## src/sv/length_prefixed_csv_record_splitter_top_assert.svh

```systemverilog
// ----------------------------------------------------------------------------
// Assertion macros for the CSV record splitter
// Immediate-implication and next-cycle property wrappers on clk / rst_n.
// ----------------------------------------------------------------------------
`ifndef LENGTH_PREFIXED_CSV_RECORD_SPLITTER_TOP_ASSERT_SVH
`define LENGTH_PREFIXED_CSV_RECORD_SPLITTER_TOP_ASSERT_SVH

`ifndef SYNTH
// ante true implies cons in the same cycle
`define LPCSV_ASSERT_NOW(label, ante, cons, msg) \
  label: assert property (@(posedge clk) disable iff (!rst_n) (ante) |-> (cons)) \
    else $error(msg);
// ante true implies cons in the next cycle
`define LPCSV_ASSERT_NEXT(label, ante, cons, msg) \
  label: assert property (@(posedge clk) disable iff (!rst_n) (ante) |=> (cons)) \
    else $error(msg);
`else
`define LPCSV_ASSERT_NOW(label, ante, cons, msg)
`define LPCSV_ASSERT_NEXT(label, ante, cons, msg)
`endif

`endif

```

## src/sv/lpcsv_pkg.sv

```systemverilog
// ----------------------------------------------------------------------------
// lpcsv_pkg
// Shared constants and the result word type of the CSV record splitter.
// ----------------------------------------------------------------------------
package lpcsv_pkg;

  // record length register width (8..32)
  localparam int LENGTH_WIDTH = 32;

  // result queue geometry
  localparam int FIFO_DEPTH = 4;
  localparam int FIFO_AW    = $clog2(FIFO_DEPTH);
  localparam int FIFO_CW    = FIFO_AW + 1;

  // byte codes
  localparam logic [7:0] QUOTE_BYTE = 8'h22;
  localparam logic [7:0] ASCII_ZERO = 8'h30;
  localparam logic [7:0] ASCII_NINE = 8'h39;

  localparam logic [7:0] FIELD_MAX = 8'd255;

  // configuration register indexes
  localparam int CFG_IDX_W = 2;
  localparam logic [CFG_IDX_W-1:0] CFG_DELIMITER     = 2'd0;
  localparam logic [CFG_IDX_W-1:0] CFG_LENGTH_FORMAT = 2'd1;
  localparam logic [CFG_IDX_W-1:0] CFG_LENGTH_DIGITS = 2'd2;

  // length format codes
  localparam logic FMT_ASCII  = 1'b0;
  localparam logic FMT_BINARY = 1'b1;

  // register reset values
  localparam logic [7:0] DELIMITER_RST     = 8'd44;
  localparam logic       LENGTH_FORMAT_RST = FMT_ASCII;
  localparam logic [2:0] LENGTH_DIGITS_RST = 3'd2;

  // prefix length limits
  localparam logic [2:0] DIGITS_MIN = 3'd1;
  localparam logic [2:0] DIGITS_MAX = 3'd4;

  // one result word
  typedef struct packed {
    logic [7:0] out_byte;
    logic       byte_valid;
    logic       field_end;
    logic       record_end;
    logic [7:0] field_index;
    logic       prefix_error;
  } result_t;

endpackage

```

## src/sv/lpcsv_res_fifo.sv

```systemverilog
// ----------------------------------------------------------------------------
// lpcsv_res_fifo
// Small result queue: takes zero, one or two words per cycle, gives one.
// ----------------------------------------------------------------------------
module lpcsv_res_fifo (
  input  logic                 clk,
  input  logic                 rst_n,
  input  logic [1:0]           push_cnt,
  input  lpcsv_pkg::result_t   push_word0,
  input  lpcsv_pkg::result_t   push_word1,
  input  logic                 pop,
  output lpcsv_pkg::result_t   head_word,
  output logic                 not_empty,
  output logic                 room_for_two
);

  lpcsv_pkg::result_t mem [lpcsv_pkg::FIFO_DEPTH];

  logic [lpcsv_pkg::FIFO_AW-1:0] wr_ptr_r, wr_ptr_nxt;
  logic [lpcsv_pkg::FIFO_AW-1:0] rd_ptr_r, rd_ptr_nxt;
  logic [lpcsv_pkg::FIFO_CW-1:0] count_r, count_nxt;
  logic [lpcsv_pkg::FIFO_AW-1:0] wr_ptr_p1;
  logic                          do_pop;

  assign not_empty    = (count_r != '0);
  assign room_for_two = (count_r <= lpcsv_pkg::FIFO_CW'(lpcsv_pkg::FIFO_DEPTH - 2));
  assign head_word    = mem[rd_ptr_r];
  assign do_pop       = pop && not_empty;
  assign wr_ptr_p1    = wr_ptr_r + lpcsv_pkg::FIFO_AW'(1);

  // pointer and fill level update
  always_comb begin
    wr_ptr_nxt = wr_ptr_r + lpcsv_pkg::FIFO_AW'(push_cnt);
    rd_ptr_nxt = do_pop ? rd_ptr_r + lpcsv_pkg::FIFO_AW'(1) : rd_ptr_r;
    count_nxt  = count_r + lpcsv_pkg::FIFO_CW'(push_cnt)
                 - lpcsv_pkg::FIFO_CW'(do_pop);
  end

  always_ff @(posedge clk) begin
    if (!rst_n) begin
      wr_ptr_r <= '0;
      rd_ptr_r <= '0;
      count_r  <= '0;
    end else begin
      wr_ptr_r <= wr_ptr_nxt;
      rd_ptr_r <= rd_ptr_nxt;
      count_r  <= count_nxt;
    end
  end

  // storage: second word lands one slot after the first
  always_ff @(posedge clk) begin
    if (push_cnt != 2'd0) begin
      mem[wr_ptr_r] <= push_word0;
    end
    if (push_cnt == 2'd2) begin
      mem[wr_ptr_p1] <= push_word1;
    end
  end

endmodule

```

## src/sv/length_prefixed_csv_record_splitter_top.sv

```systemverilog
// ----------------------------------------------------------------------------
// length_prefixed_csv_record_splitter_top
// Splits length-prefixed records into CSV fields, one stream byte per word.
//
//   channel | ports                                   | direction
//   --------+-----------------------------------------+----------
//   in      | in_valid, in_ready, in_data_byte        | sink
//   out     | out_valid, out_ready, out_out_byte ...  | source
//   cfg     | cfg_we, cfg_index, cfg_wdata            | sink
//
// One input word per clock while in_ready is high; each word is parsed in
// the cycle it is taken and yields 0, 1 or 2 result words into a 4-deep
// result queue. in_ready stays high while the queue has room for two words,
// so a steady one-in/one-out flow never stalls, but a trailing delimiter can.
// Reset (rst_n low at a clock edge) clears parser and queue, resets config.
// ----------------------------------------------------------------------------
`include "length_prefixed_csv_record_splitter_top_assert.svh"

module length_prefixed_csv_record_splitter_top (
  input  logic                              clk,
  input  logic                              rst_n,
  // input channel
  input  logic                              in_valid,
  output logic                              in_ready,
  input  logic [7:0]                        in_data_byte,
  // result channel
  output logic                              out_valid,
  input  logic                              out_ready,
  output logic [7:0]                        out_out_byte,
  output logic                              out_byte_valid,
  output logic                              out_field_end,
  output logic                              out_record_end,
  output logic [7:0]                        out_field_index,
  output logic                              out_prefix_error,
  // configuration
  input  logic                              cfg_we,
  input  logic [lpcsv_pkg::CFG_IDX_W-1:0]   cfg_index,
  input  logic [7:0]                        cfg_wdata
);

  localparam int LW = lpcsv_pkg::LENGTH_WIDTH;

  typedef enum logic [1:0] {
    Q_UNQUOTED = 2'd0,
    Q_QUOTED   = 2'd1,
    Q_SEEN     = 2'd2
  } quote_t;

  // config registers
  logic [7:0] delimiter_r;
  logic       length_format_r;
  logic [2:0] length_digits_r;

  // parser state
  logic          in_body_r,       in_body_nxt;
  logic [2:0]    prefix_count_r,  prefix_count_nxt;
  logic [LW-1:0] record_length_r, record_length_nxt;
  logic [LW-1:0] byte_count_r,    byte_count_nxt;
  quote_t        quote_r,         quote_nxt;
  logic [7:0]    field_count_r,   field_count_nxt;

  // datapath helpers
  logic             in_fire;
  logic [2:0]       digits_eff;
  logic             is_digit;
  logic [LW+3:0]    rl_ext;
  logic [LW+3:0]    rl_dec;
  logic [LW-1:0]    rl_ascii;
  logic [31:0]      bin_word;
  logic [LW-1:0]    rl_bin;
  logic [LW-1:0]    rl_cand;
  logic [2:0]       pc_inc;
  logic [LW:0]      bc_inc;
  logic             last;
  logic [7:0]       fc_inc;
  logic             restart;

  // result queue interface
  logic [1:0]          push_cnt;
  lpcsv_pkg::result_t  res0, res1;
  lpcsv_pkg::result_t  head;
  logic                q_not_empty;
  logic                q_room;

  assign in_ready = q_room;
  assign in_fire  = in_valid && in_ready;

  // config writes, unknown indexes ignored
  always_ff @(posedge clk) begin
    if (!rst_n) begin
      delimiter_r     <= lpcsv_pkg::DELIMITER_RST;
      length_format_r <= lpcsv_pkg::LENGTH_FORMAT_RST;
      length_digits_r <= lpcsv_pkg::LENGTH_DIGITS_RST;
    end else if (cfg_we) begin
      unique case (cfg_index)
        lpcsv_pkg::CFG_DELIMITER:     delimiter_r     <= cfg_wdata;
        lpcsv_pkg::CFG_LENGTH_FORMAT: length_format_r <= cfg_wdata[0];
        lpcsv_pkg::CFG_LENGTH_DIGITS: length_digits_r <= cfg_wdata[2:0];
        default: ;
      endcase
    end
  end

  // prefix arithmetic
  always_comb begin
    if (length_digits_r < lpcsv_pkg::DIGITS_MIN) begin
      digits_eff = lpcsv_pkg::DIGITS_MIN;
    end else if (length_digits_r > lpcsv_pkg::DIGITS_MAX) begin
      digits_eff = lpcsv_pkg::DIGITS_MAX;
    end else begin
      digits_eff = length_digits_r;
    end
    is_digit = (in_data_byte >= lpcsv_pkg::ASCII_ZERO) &&
               (in_data_byte <= lpcsv_pkg::ASCII_NINE);
    // length * 10 + digit, saturating
    rl_ext   = {4'b0000, record_length_r};
    rl_dec   = (rl_ext << 3) + (rl_ext << 1) + (LW+4)'(in_data_byte[3:0]);
    rl_ascii = (|rl_dec[LW+3:LW]) ? {LW{1'b1}} : rl_dec[LW-1:0];
    // little-endian byte insert
    bin_word = 32'(in_data_byte) << {prefix_count_r[1:0], 3'b000};
    rl_bin   = record_length_r | bin_word[LW-1:0];
    rl_cand  = (length_format_r == lpcsv_pkg::FMT_BINARY) ? rl_bin : rl_ascii;
    pc_inc   = prefix_count_r + 3'd1;
    // body counters
    bc_inc   = {1'b0, byte_count_r} + (LW+1)'(1);
    last     = (bc_inc >= {1'b0, record_length_r});
    fc_inc   = (field_count_r == lpcsv_pkg::FIELD_MAX) ? field_count_r
                                                       : field_count_r + 8'd1;
  end

  // per-word parse: next state and up to two result words
  always_comb begin
    in_body_nxt       = in_body_r;
    prefix_count_nxt  = prefix_count_r;
    record_length_nxt = record_length_r;
    byte_count_nxt    = byte_count_r;
    quote_nxt         = quote_r;
    field_count_nxt   = field_count_r;
    restart           = 1'b0;
    push_cnt          = 2'd0;
    res0              = '0;
    res1              = '0;

    if (in_fire) begin
      if (!in_body_r) begin
        // length prefix
        if ((length_format_r == lpcsv_pkg::FMT_ASCII) && !is_digit) begin
          restart           = 1'b1;
          res0.prefix_error = 1'b1;
          push_cnt          = 2'd1;
        end else if (pc_inc >= digits_eff) begin
          if (rl_cand == '0) begin
            // empty record
            restart         = 1'b1;
            res0.field_end  = 1'b1;
            res0.record_end = 1'b1;
            push_cnt        = 2'd1;
          end else begin
            in_body_nxt       = 1'b1;
            prefix_count_nxt  = '0;
            record_length_nxt = rl_cand;
            byte_count_nxt    = '0;
            quote_nxt         = Q_UNQUOTED;
            field_count_nxt   = '0;
          end
        end else begin
          prefix_count_nxt  = pc_inc;
          record_length_nxt = rl_cand;
        end
      end else begin
        // record body
        logic emit;
        logic ended;
        emit  = 1'b0;
        ended = 1'b0;
        unique case (quote_r)
          Q_UNQUOTED: begin
            if (in_data_byte == delimiter_r) begin
              ended = 1'b1;
            end else if (in_data_byte == lpcsv_pkg::QUOTE_BYTE) begin
              quote_nxt = Q_QUOTED;
            end else begin
              emit = 1'b1;
            end
          end
          Q_QUOTED: begin
            if (in_data_byte == lpcsv_pkg::QUOTE_BYTE) begin
              quote_nxt = Q_SEEN;
            end else begin
              emit = 1'b1;
            end
          end
          Q_SEEN: begin
            if (in_data_byte == delimiter_r) begin
              ended = 1'b1;
            end else if (in_data_byte == lpcsv_pkg::QUOTE_BYTE) begin
              emit      = 1'b1;
              quote_nxt = Q_QUOTED;
            end else begin
              quote_nxt = Q_UNQUOTED;
            end
          end
          default: quote_nxt = Q_UNQUOTED;
        endcase

        byte_count_nxt = bc_inc[LW-1:0];
        res0.field_index = field_count_r;

        if (ended) begin
          res0.field_end  = 1'b1;
          quote_nxt       = Q_UNQUOTED;
          field_count_nxt = fc_inc;
          push_cnt        = 2'd1;
          if (last) begin
            // trailing delimiter: empty final field
            res1.field_end   = 1'b1;
            res1.record_end  = 1'b1;
            res1.field_index = fc_inc;
            push_cnt         = 2'd2;
          end
        end else if (emit) begin
          res0.out_byte   = in_data_byte;
          res0.byte_valid = 1'b1;
          res0.field_end  = last;
          res0.record_end = last;
          push_cnt        = 2'd1;
        end else if (last) begin
          res0.field_end  = 1'b1;
          res0.record_end = 1'b1;
          push_cnt        = 2'd1;
        end
        restart = last;
      end
    end

    // back to prefix hunt
    if (restart) begin
      in_body_nxt       = 1'b0;
      prefix_count_nxt  = '0;
      record_length_nxt = '0;
      byte_count_nxt    = '0;
      quote_nxt         = Q_UNQUOTED;
      field_count_nxt   = '0;
    end
  end

  always_ff @(posedge clk) begin
    if (!rst_n) begin
      in_body_r       <= 1'b0;
      prefix_count_r  <= '0;
      record_length_r <= '0;
      byte_count_r    <= '0;
      quote_r         <= Q_UNQUOTED;
      field_count_r   <= '0;
    end else begin
      in_body_r       <= in_body_nxt;
      prefix_count_r  <= prefix_count_nxt;
      record_length_r <= record_length_nxt;
      byte_count_r    <= byte_count_nxt;
      quote_r         <= quote_nxt;
      field_count_r   <= field_count_nxt;
    end
  end

  // result queue
  lpcsv_res_fifo u_res_fifo (
    .clk          (clk),
    .rst_n        (rst_n),
    .push_cnt     (push_cnt),
    .push_word0   (res0),
    .push_word1   (res1),
    .pop          (out_ready),
    .head_word    (head),
    .not_empty    (q_not_empty),
    .room_for_two (q_room)
  );

  assign out_valid        = q_not_empty;
  assign out_out_byte     = head.out_byte;
  assign out_byte_valid   = head.byte_valid;
  assign out_field_end    = head.field_end;
  assign out_record_end   = head.record_end;
  assign out_field_index  = head.field_index;
  assign out_prefix_error = head.prefix_error;

  // checks
  `LPCSV_ASSERT_NOW(a_rec_end_closes_field, out_valid && out_record_end,
                    out_field_end, "record end without field end")
  `LPCSV_ASSERT_NOW(a_prefix_err_clean, out_valid && out_prefix_error,
                    !out_byte_valid && !out_field_end && !out_record_end &&
                    (out_field_index == 8'd0),
                    "prefix error word carries other fields")
  `LPCSV_ASSERT_NEXT(a_idle_holds_state, !in_fire,
                     $stable(in_body_r) && $stable(byte_count_r) &&
                     $stable(field_count_r),
                     "parser state moved without an input word")
  `LPCSV_ASSERT_NOW(a_two_only_at_end, push_cnt == 2'd2, last && in_body_r,
                    "two result words outside a record end")

endmodule
```

## config.mk

```make
export PLATFORM = sky130hd
export DESIGN_NAME = length_prefixed_csv_record_splitter_top
export DESIGN_NICKNAME = d
export VERILOG_FILES = /design/src/sv/lpcsv_pkg.sv /design/src/sv/lpcsv_res_fifo.sv /design/src/sv/length_prefixed_csv_record_splitter_top.sv
export VERILOG_INCLUDE_DIRS = /design/src /design/src/sv
export SDC_FILE = /design/constraint.sdc
export NUM_CORES = 1
export LEC_CHECK = 0
export ABC_AREA = 1
export BUFFER_PORTS_ARGS = -buffer_cell sky130_fd_sc_hd__buf_2
export CORE_MARGIN = 2
export CORE_UTILIZATION = 66
export CTS_CLUSTER_SIZE = 28
export DETAILED_ROUTE_END_ITERATION = 10
export PLACE_DENSITY = 0.84
export SLEW_MARGIN = 20
export SYNTH_ARGS = -nofsm -noshare
export SYNTH_HDL_FRONTEND = slang
export SYNTH_HIERARCHICAL = 1
export SYNTH_SLANG_ARGS = --single-unit
```

## constraint.sdc

```tcl
create_clock -name clk -period 16.9 [get_ports clk]
set_input_delay 2.535 -clock clk [delete_from_list [all_inputs] [get_ports clk]]
set_output_delay 2.535 -clock clk [all_outputs]
set_load 0.03 [all_outputs]
```

==> Word level (Yosys, flattened, before mapping) <==
Memories as Yosys holds them, arrays and structs flattened. A register that Yosys moved wholly into a read port is not among the register bits.
Cells that the tools add are included.
{ "classes": {"n_addsub": 10, "magnitude_cmp": 7, "n_eq_ne": 16, "n_shift": 1, "muxes": 83, "bitwise_logic": 5, "reduce_logical": 21} }
{ "op_table": {"columns": ["cell", "n"], "rows": [
  ["2-to-1 mux 32 bit", 8],
  ["2-to-1 mux 8 bit", 7],
  ["2-to-1 mux 2 bit", 21],
  ["2-to-1 mux 10 bit", 4],
  ["adder 35 x 33 -> 36 bit", 1],
  ["adder 36 x 4 -> 36 bit", 1],
  ["adder 32 x 1 -> 33 bit, second input constant", 1],
  ["greater-or-equal comparator 33 x 32 -> 1 bit", 1],
  ["2-to-1 mux 1 bit", 33],
  ["logical NOT 32 bit", 1],
  ["bitwise OR 32 bit", 1],
  ["left shift 8 x 5 -> 32 bit", 1],
  ["2-to-1 mux 9 bit", 3],
  ["2-to-1 mux 20 bit", 1],
  ["!= test 4 bit, second input constant", 4],
  ["2-to-1 mux 3 bit", 4],
  ["adder 8 x 1 -> 8 bit, second input constant", 1],
  ["equality test 8 x 6 -> 1 bit, second input constant", 1],
  ["equality test 8 bit", 1],
  ["equality test 8 bit, second input constant", 1],
  ["greater-or-equal comparator 8 x 6 -> 1 bit, second input constant", 1],
  ["<= comparator 8 x 6 -> 1 bit, second input constant", 1],
  ["AND reduction 4 bit", 2],
  ["AND reduction 8 bit", 1],
  ["25 further kinds", 42]
]} }
{ "totals": {"reg_bits": 97, "mem_bits_rw": 80, "input_bits": 23, "output_inout_bits": 22, "n_memories": 1} }
{ "memory_table": {"columns": ["memory", "words", "word_bits", "rd", "rd_ports_with_merged_regs", "wr", "line", "source"], "rows": [
  ["u_res_fifo.mem", 4, 20, 1, 1, 2, "lpcsv_res_fifo.sv:17", "lpcsv_pkg::result_t mem [lpcsv_pkg::FIFO_DEPTH];"]
]} }

==> Logic depth before layout (Yosys ltp) <==
{ "depth": {"word_depth": 14, "depth_mapped": 37, "depth_no_buf": 37} }

==> By module <==
The synthesis kept the hierarchy.
{ "by_module_without_submodules": {"columns": ["module", "instances", "cells_each", "area_per_inst_um2"], "rows": [
  ["length_prefixed_csv_record_splitter_top", 1, 1517, 9298.9],
  ["lpcsv_res_fifo", 1, 456, 4729.5]
]} }

==> Worst setup path after synthesis <==
Ideal clock, no wire load.
{ "synth_path": {"path_type": "input to register", "start": "input in_data_byte[3]", "end": "memory u_res_fifo/mem[0][0] (netlist name), enable pin", "setup_time_ns": 0.428, "t_arrival_ns": 7.472, "t_required_ns": 16.472, "path_slack_ns": 9.000, "cell_stages": 27, "n_path_buf": 1, "path_cell_list": "clkinv_1 fa_1 fa_1 inv_1 nand2_1 nand2_1 nand3_1 nand2_1 nand2_1 nand2_1 nand2_1 nand3_1 nand2_1 nor2_4 buf_4 nand3_1 nand2_1 nand2_1 nor2_1 nand3_1 nor2_4 nand3_4 nand3_2 nand4_1 inv_1 nor2_1 o31ai_1"} }
{ "synth_rtl": {"columns": ["element", "line", "source"], "rows": [
  ["from (decl)", "length_prefixed_csv_record_splitter_top.sv:25", "input logic [7:0] in_data_byte,"],
  ["to (decl)", "lpcsv_res_fifo.sv:17", null]
]} }

==> qor.csv <==
stage,metric,value,unit
critical_path,cell count of the worst reg-to-reg path,31,
placement,gpl congestion,0.9618,
cts,H-Tree Depth,4,
critical_path,CP Class,input port to register,
placement,Post-DP HPWL,28940,um
routing,vias,13470,
hold_path,min-delay src,field_count_r[6],
sta,worst slew pin tran,1093,ps
routing,Iteration-0 DRC Markers,1261,
sta,worst hold slack,465.3,ps
outcome,outcome,finished clean,
routing,DR DRC count,0,
sta,fin. max-slew vios,0,
power,Cell Pwr Density,81.72,nW/um^2
critical_path,crit start category,input port,
sta,final worst slack,8615,ps
sta,fmax,120.7,MHz
sta,"Period Utilization, post-route",49.02,%
critical_path,CP max FO,36,
cts,CTS Buf Count,17,
job,max_cap viols,0,
routing,router iterations before antenna repair,7,
routing,antenna-violating nets left,0,
sta,# setup viols final,0,
cts,hold buffers post-CTS,0,
cts,CTS Buffer Depth,2,
routing,DR WL/cell,17.21,um
placement,pre-CTS setup slack,8232,ps
routing,DRT Wirelength,39110,um
global_route,first-pass GRT wire length,63800,um
logic_synthesis,Ys Warns,6,
critical_path,endpoint class of the critical path,register,
global_route,total congestion overflow,0,
critical_path,WP data arrival,8340,ps
logic_synthesis,"Distinct cells, synth",50,
floorplanning,die width,149.8,um
logic_synthesis,"FF+latch count, synth",179,
floorplanning,IO Pins,45,
routing,number of vias per cell,5.928,
logic_synthesis,Main synth FF type,dfxtp_1,
cts,# resized after CTS,0,
cts,clk sinks,179,
global_route,vias in the first global route,12990,
final_layout,synth-to-layout area growth,6.324,%
global_route,initial antenna violation count,4,
final_layout,fraction of layout cells with a size suffix above 1,10.84,%
sta,Period minus WS final,8285,ps
sta,Final Hold Fails,0,
sta,RSZ-0062 raised after global routing,false,
placement,PortBufs,44,
critical_path,Critical Path RT,16960,ps
logic_synthesis,Avg Inst Size Synth,7.110,um^2
sta,Fin Clk Skew,14.40,ps
logic_synthesis,leading area contributor after synthesis,edfxtp_1,
logic_synthesis,Netlist Area Pre-Place,14030,um^2
final_layout,non-filler cells in the finished layout,2272,
hold_path,worst hold stages,2,
critical_path,worst r2r src,byte_count_r[0],
logic_synthesis,sequential fraction of the synthesis area,31.25,%
power,LEAKAGE,6.948,nW
cts,Clock transition at path regs,80,ps
sta,Final TNS setup,0,ps
logic_synthesis,Gate Count Post-Synth,1973,
floorplanning,die height,149.8,um
cts,CTS tree,done,
final_layout,nets@finish,2111,
power,total power,0.001219,W
cts,CTS root buf,clkbuf_16,
logic_synthesis,Synth top area share,17.12,%
global_route,GRT Overall Usage,35.93,%
critical_path,flop2flop setup slack,10420,ps
floorplanning,initial core utilization,66.95,%
global_route,largest net degree at the start of global routing,79,
placement,Placed Cells,2234,
floorplanning,Cell Rows,53,
logic_synthesis,share of flip-flops with an asynchronous set or reset,0,%
hold_path,Hold EP,field_count_r[6],
sta,slew margin rel.,27.06,%
critical_path,Reg2Reg Capture Point,u_res_fifo/mem[2][12],
cts,clk_lat worst skew,440,ps
power,Peak VDD IR,0.00006932,V
logic_synthesis,dominant cells by area after synthesis,"edfxtp_1 (17%), dfxtp_1 (14%), nand2_1 (13%)",
cts,postcts setup bufs,0,
floorplanning,full die area,22440,um^2
hold_path,Tightest Hold Check Type,register to register,
logic_synthesis,number of synthesized flops with an enable pin,80,
floorplanning,Core Region,20960,um^2
-- placed cells by master, fill, tap and decap left out, types with 25 or more instances in the layout --
master    count
edfxtp_1     80
inv_1       261
ha_1        105
nor2_1      231
a21oi_1     111
dfxtp_1      99
buf_2        44
xor2_1       36
nand2_2      25
nand2_1     471
a22oi_1      30
o21ai_2      61
nand3_1      69
nand4_1      54
o21ai_0      69
o21ai_1      25
o311ai_0     27
-- per-layer routing --
layer  vias to the layer above  share of wire (%)  track usage (%)
li1                       6545                  -                -
met1                      6150                 39            42.63
met2                       631                 49            62.22
met3                       142                7.3            6.189
met4                         0                5.0            19.01
met5                         -                  0                0
-- power breakdown --
group / switching [W] / internal [W]
Sequential: 0.0000185 / 0.000482
Clock: 0.000207 / 0.000205
Combinational: 0.000224 / 0.0000832
-- state kept, by name (all words and copies together) (netlist names), named ones only --
signal               count
length_format_r          1
byte_count_r            32
field_count_r            8
quote_r                  2
record_length_r         32
in_body_r                1
length_digits_r          3
prefix_count_r           3
u_res_fifo/wr_ptr_r      2
u_res_fifo/rd_ptr_r      2
delimiter_r              8
u_res_fifo/mem          80
u_res_fifo/count_r       3
-- critical path, stage by stage --
cell,delay (ps)
buf_2,110
clkinv_1,300
fa_1,620
fa_1,470
inv_1,80
nand2_1,60
nand2_1,110
nand3_1,80
nand2_1,110
nand2_1,60
nand2_1,140
nand2_1,100
nand3_1,70
nand2_1,80
nor2_4,500
nand2_2,210
o21bai_1,230
nand2_1,70
nor2_1,90
nand2_1,90
nor2_4,160
nand3_4,360
nand3_2,200
nand4_1,100
inv_1,230
nor2_1,230
o31ai_4,910
-- worst max-delay path by stage --
stage	startpoint	end	cells after the start
after floorplan	in_data_byte[3]	u_res_fifo/mem[0][0]	27
after global placement	in_data_byte[3]	u_res_fifo/mem[0][14]	27
after detailed placement	in_data_byte[3]	u_res_fifo/mem[3][18]	27
after CTS	in_data_byte[3]	u_res_fifo/mem[3][19]	27
after global routing	in_data_byte[3]	u_res_fifo/mem[2][0]	27
final	in_data_byte[3]	u_res_fifo/mem[2][12]	27
-- synth_stat cells, types with 3 or more instances --
library cell,number
nor3_1,18
buf_2,5
fa_1,3
xnor2_1,14
nand3_1,69
nand3_4,5
or2_2,6
clkbuf_1,39
xor2_1,36
nand2_1,472
edfxtp_1,80
dfxtp_1,99
o21bai_1,8
a21oi_1,111
inv_1,261
nand3b_1,7
o211ai_1,3
clkinv_1,4
nor2_1,233
nor4_1,9
a22oi_1,30
nand2_2,24
o31ai_1,6
o21ai_0,69
inv_2,17
nor2_4,4
o21ai_2,61
ha_1,105
o21ai_1,25
o311ai_0,27
o22ai_1,21
buf_6,17
buf_4,9
nand4_1,54
-- through the flow --
step                instance area, um^2  utilization (%)
floorplan                         14060                -
CTS                               14870            70.98
detailed placement                14250            68.01
finish                            14920            71.18
global route                      14920            71.18
global placement                  14250            68.01
-- cell type report --
| class | instances | area [um^2] |
|---|---|---|
| Fill cell | 1742 | 6040 |
| Multi-Input combinational cell | 1446 | 8189 |
| Tap cell | 275 | 344.1 |
| Clock inverter | 15 | 196.4 |
| Timing Repair Buffer | 52 | 295.3 |
| Sequential cell | 179 | 4384 |
| Inverter | 284 | 1071 |
| Antenna cell | 4 | 10.01 |
| Clock buffer | 17 | 425.4 |
-- logic make-up after synthesis --
group	after synthesis	synth area share, %
adders and majority gates	108	9.793
xor gates and xnor gates	50	3.122
and+or+nand+nor	909	28.01
DFF	179	31.25
buffers and inverters	357	11.06
AOI/OAI and AO/OA	369	16.73
other	1	0.02673
No activity file was read; power rests on OpenSTA's default activity.
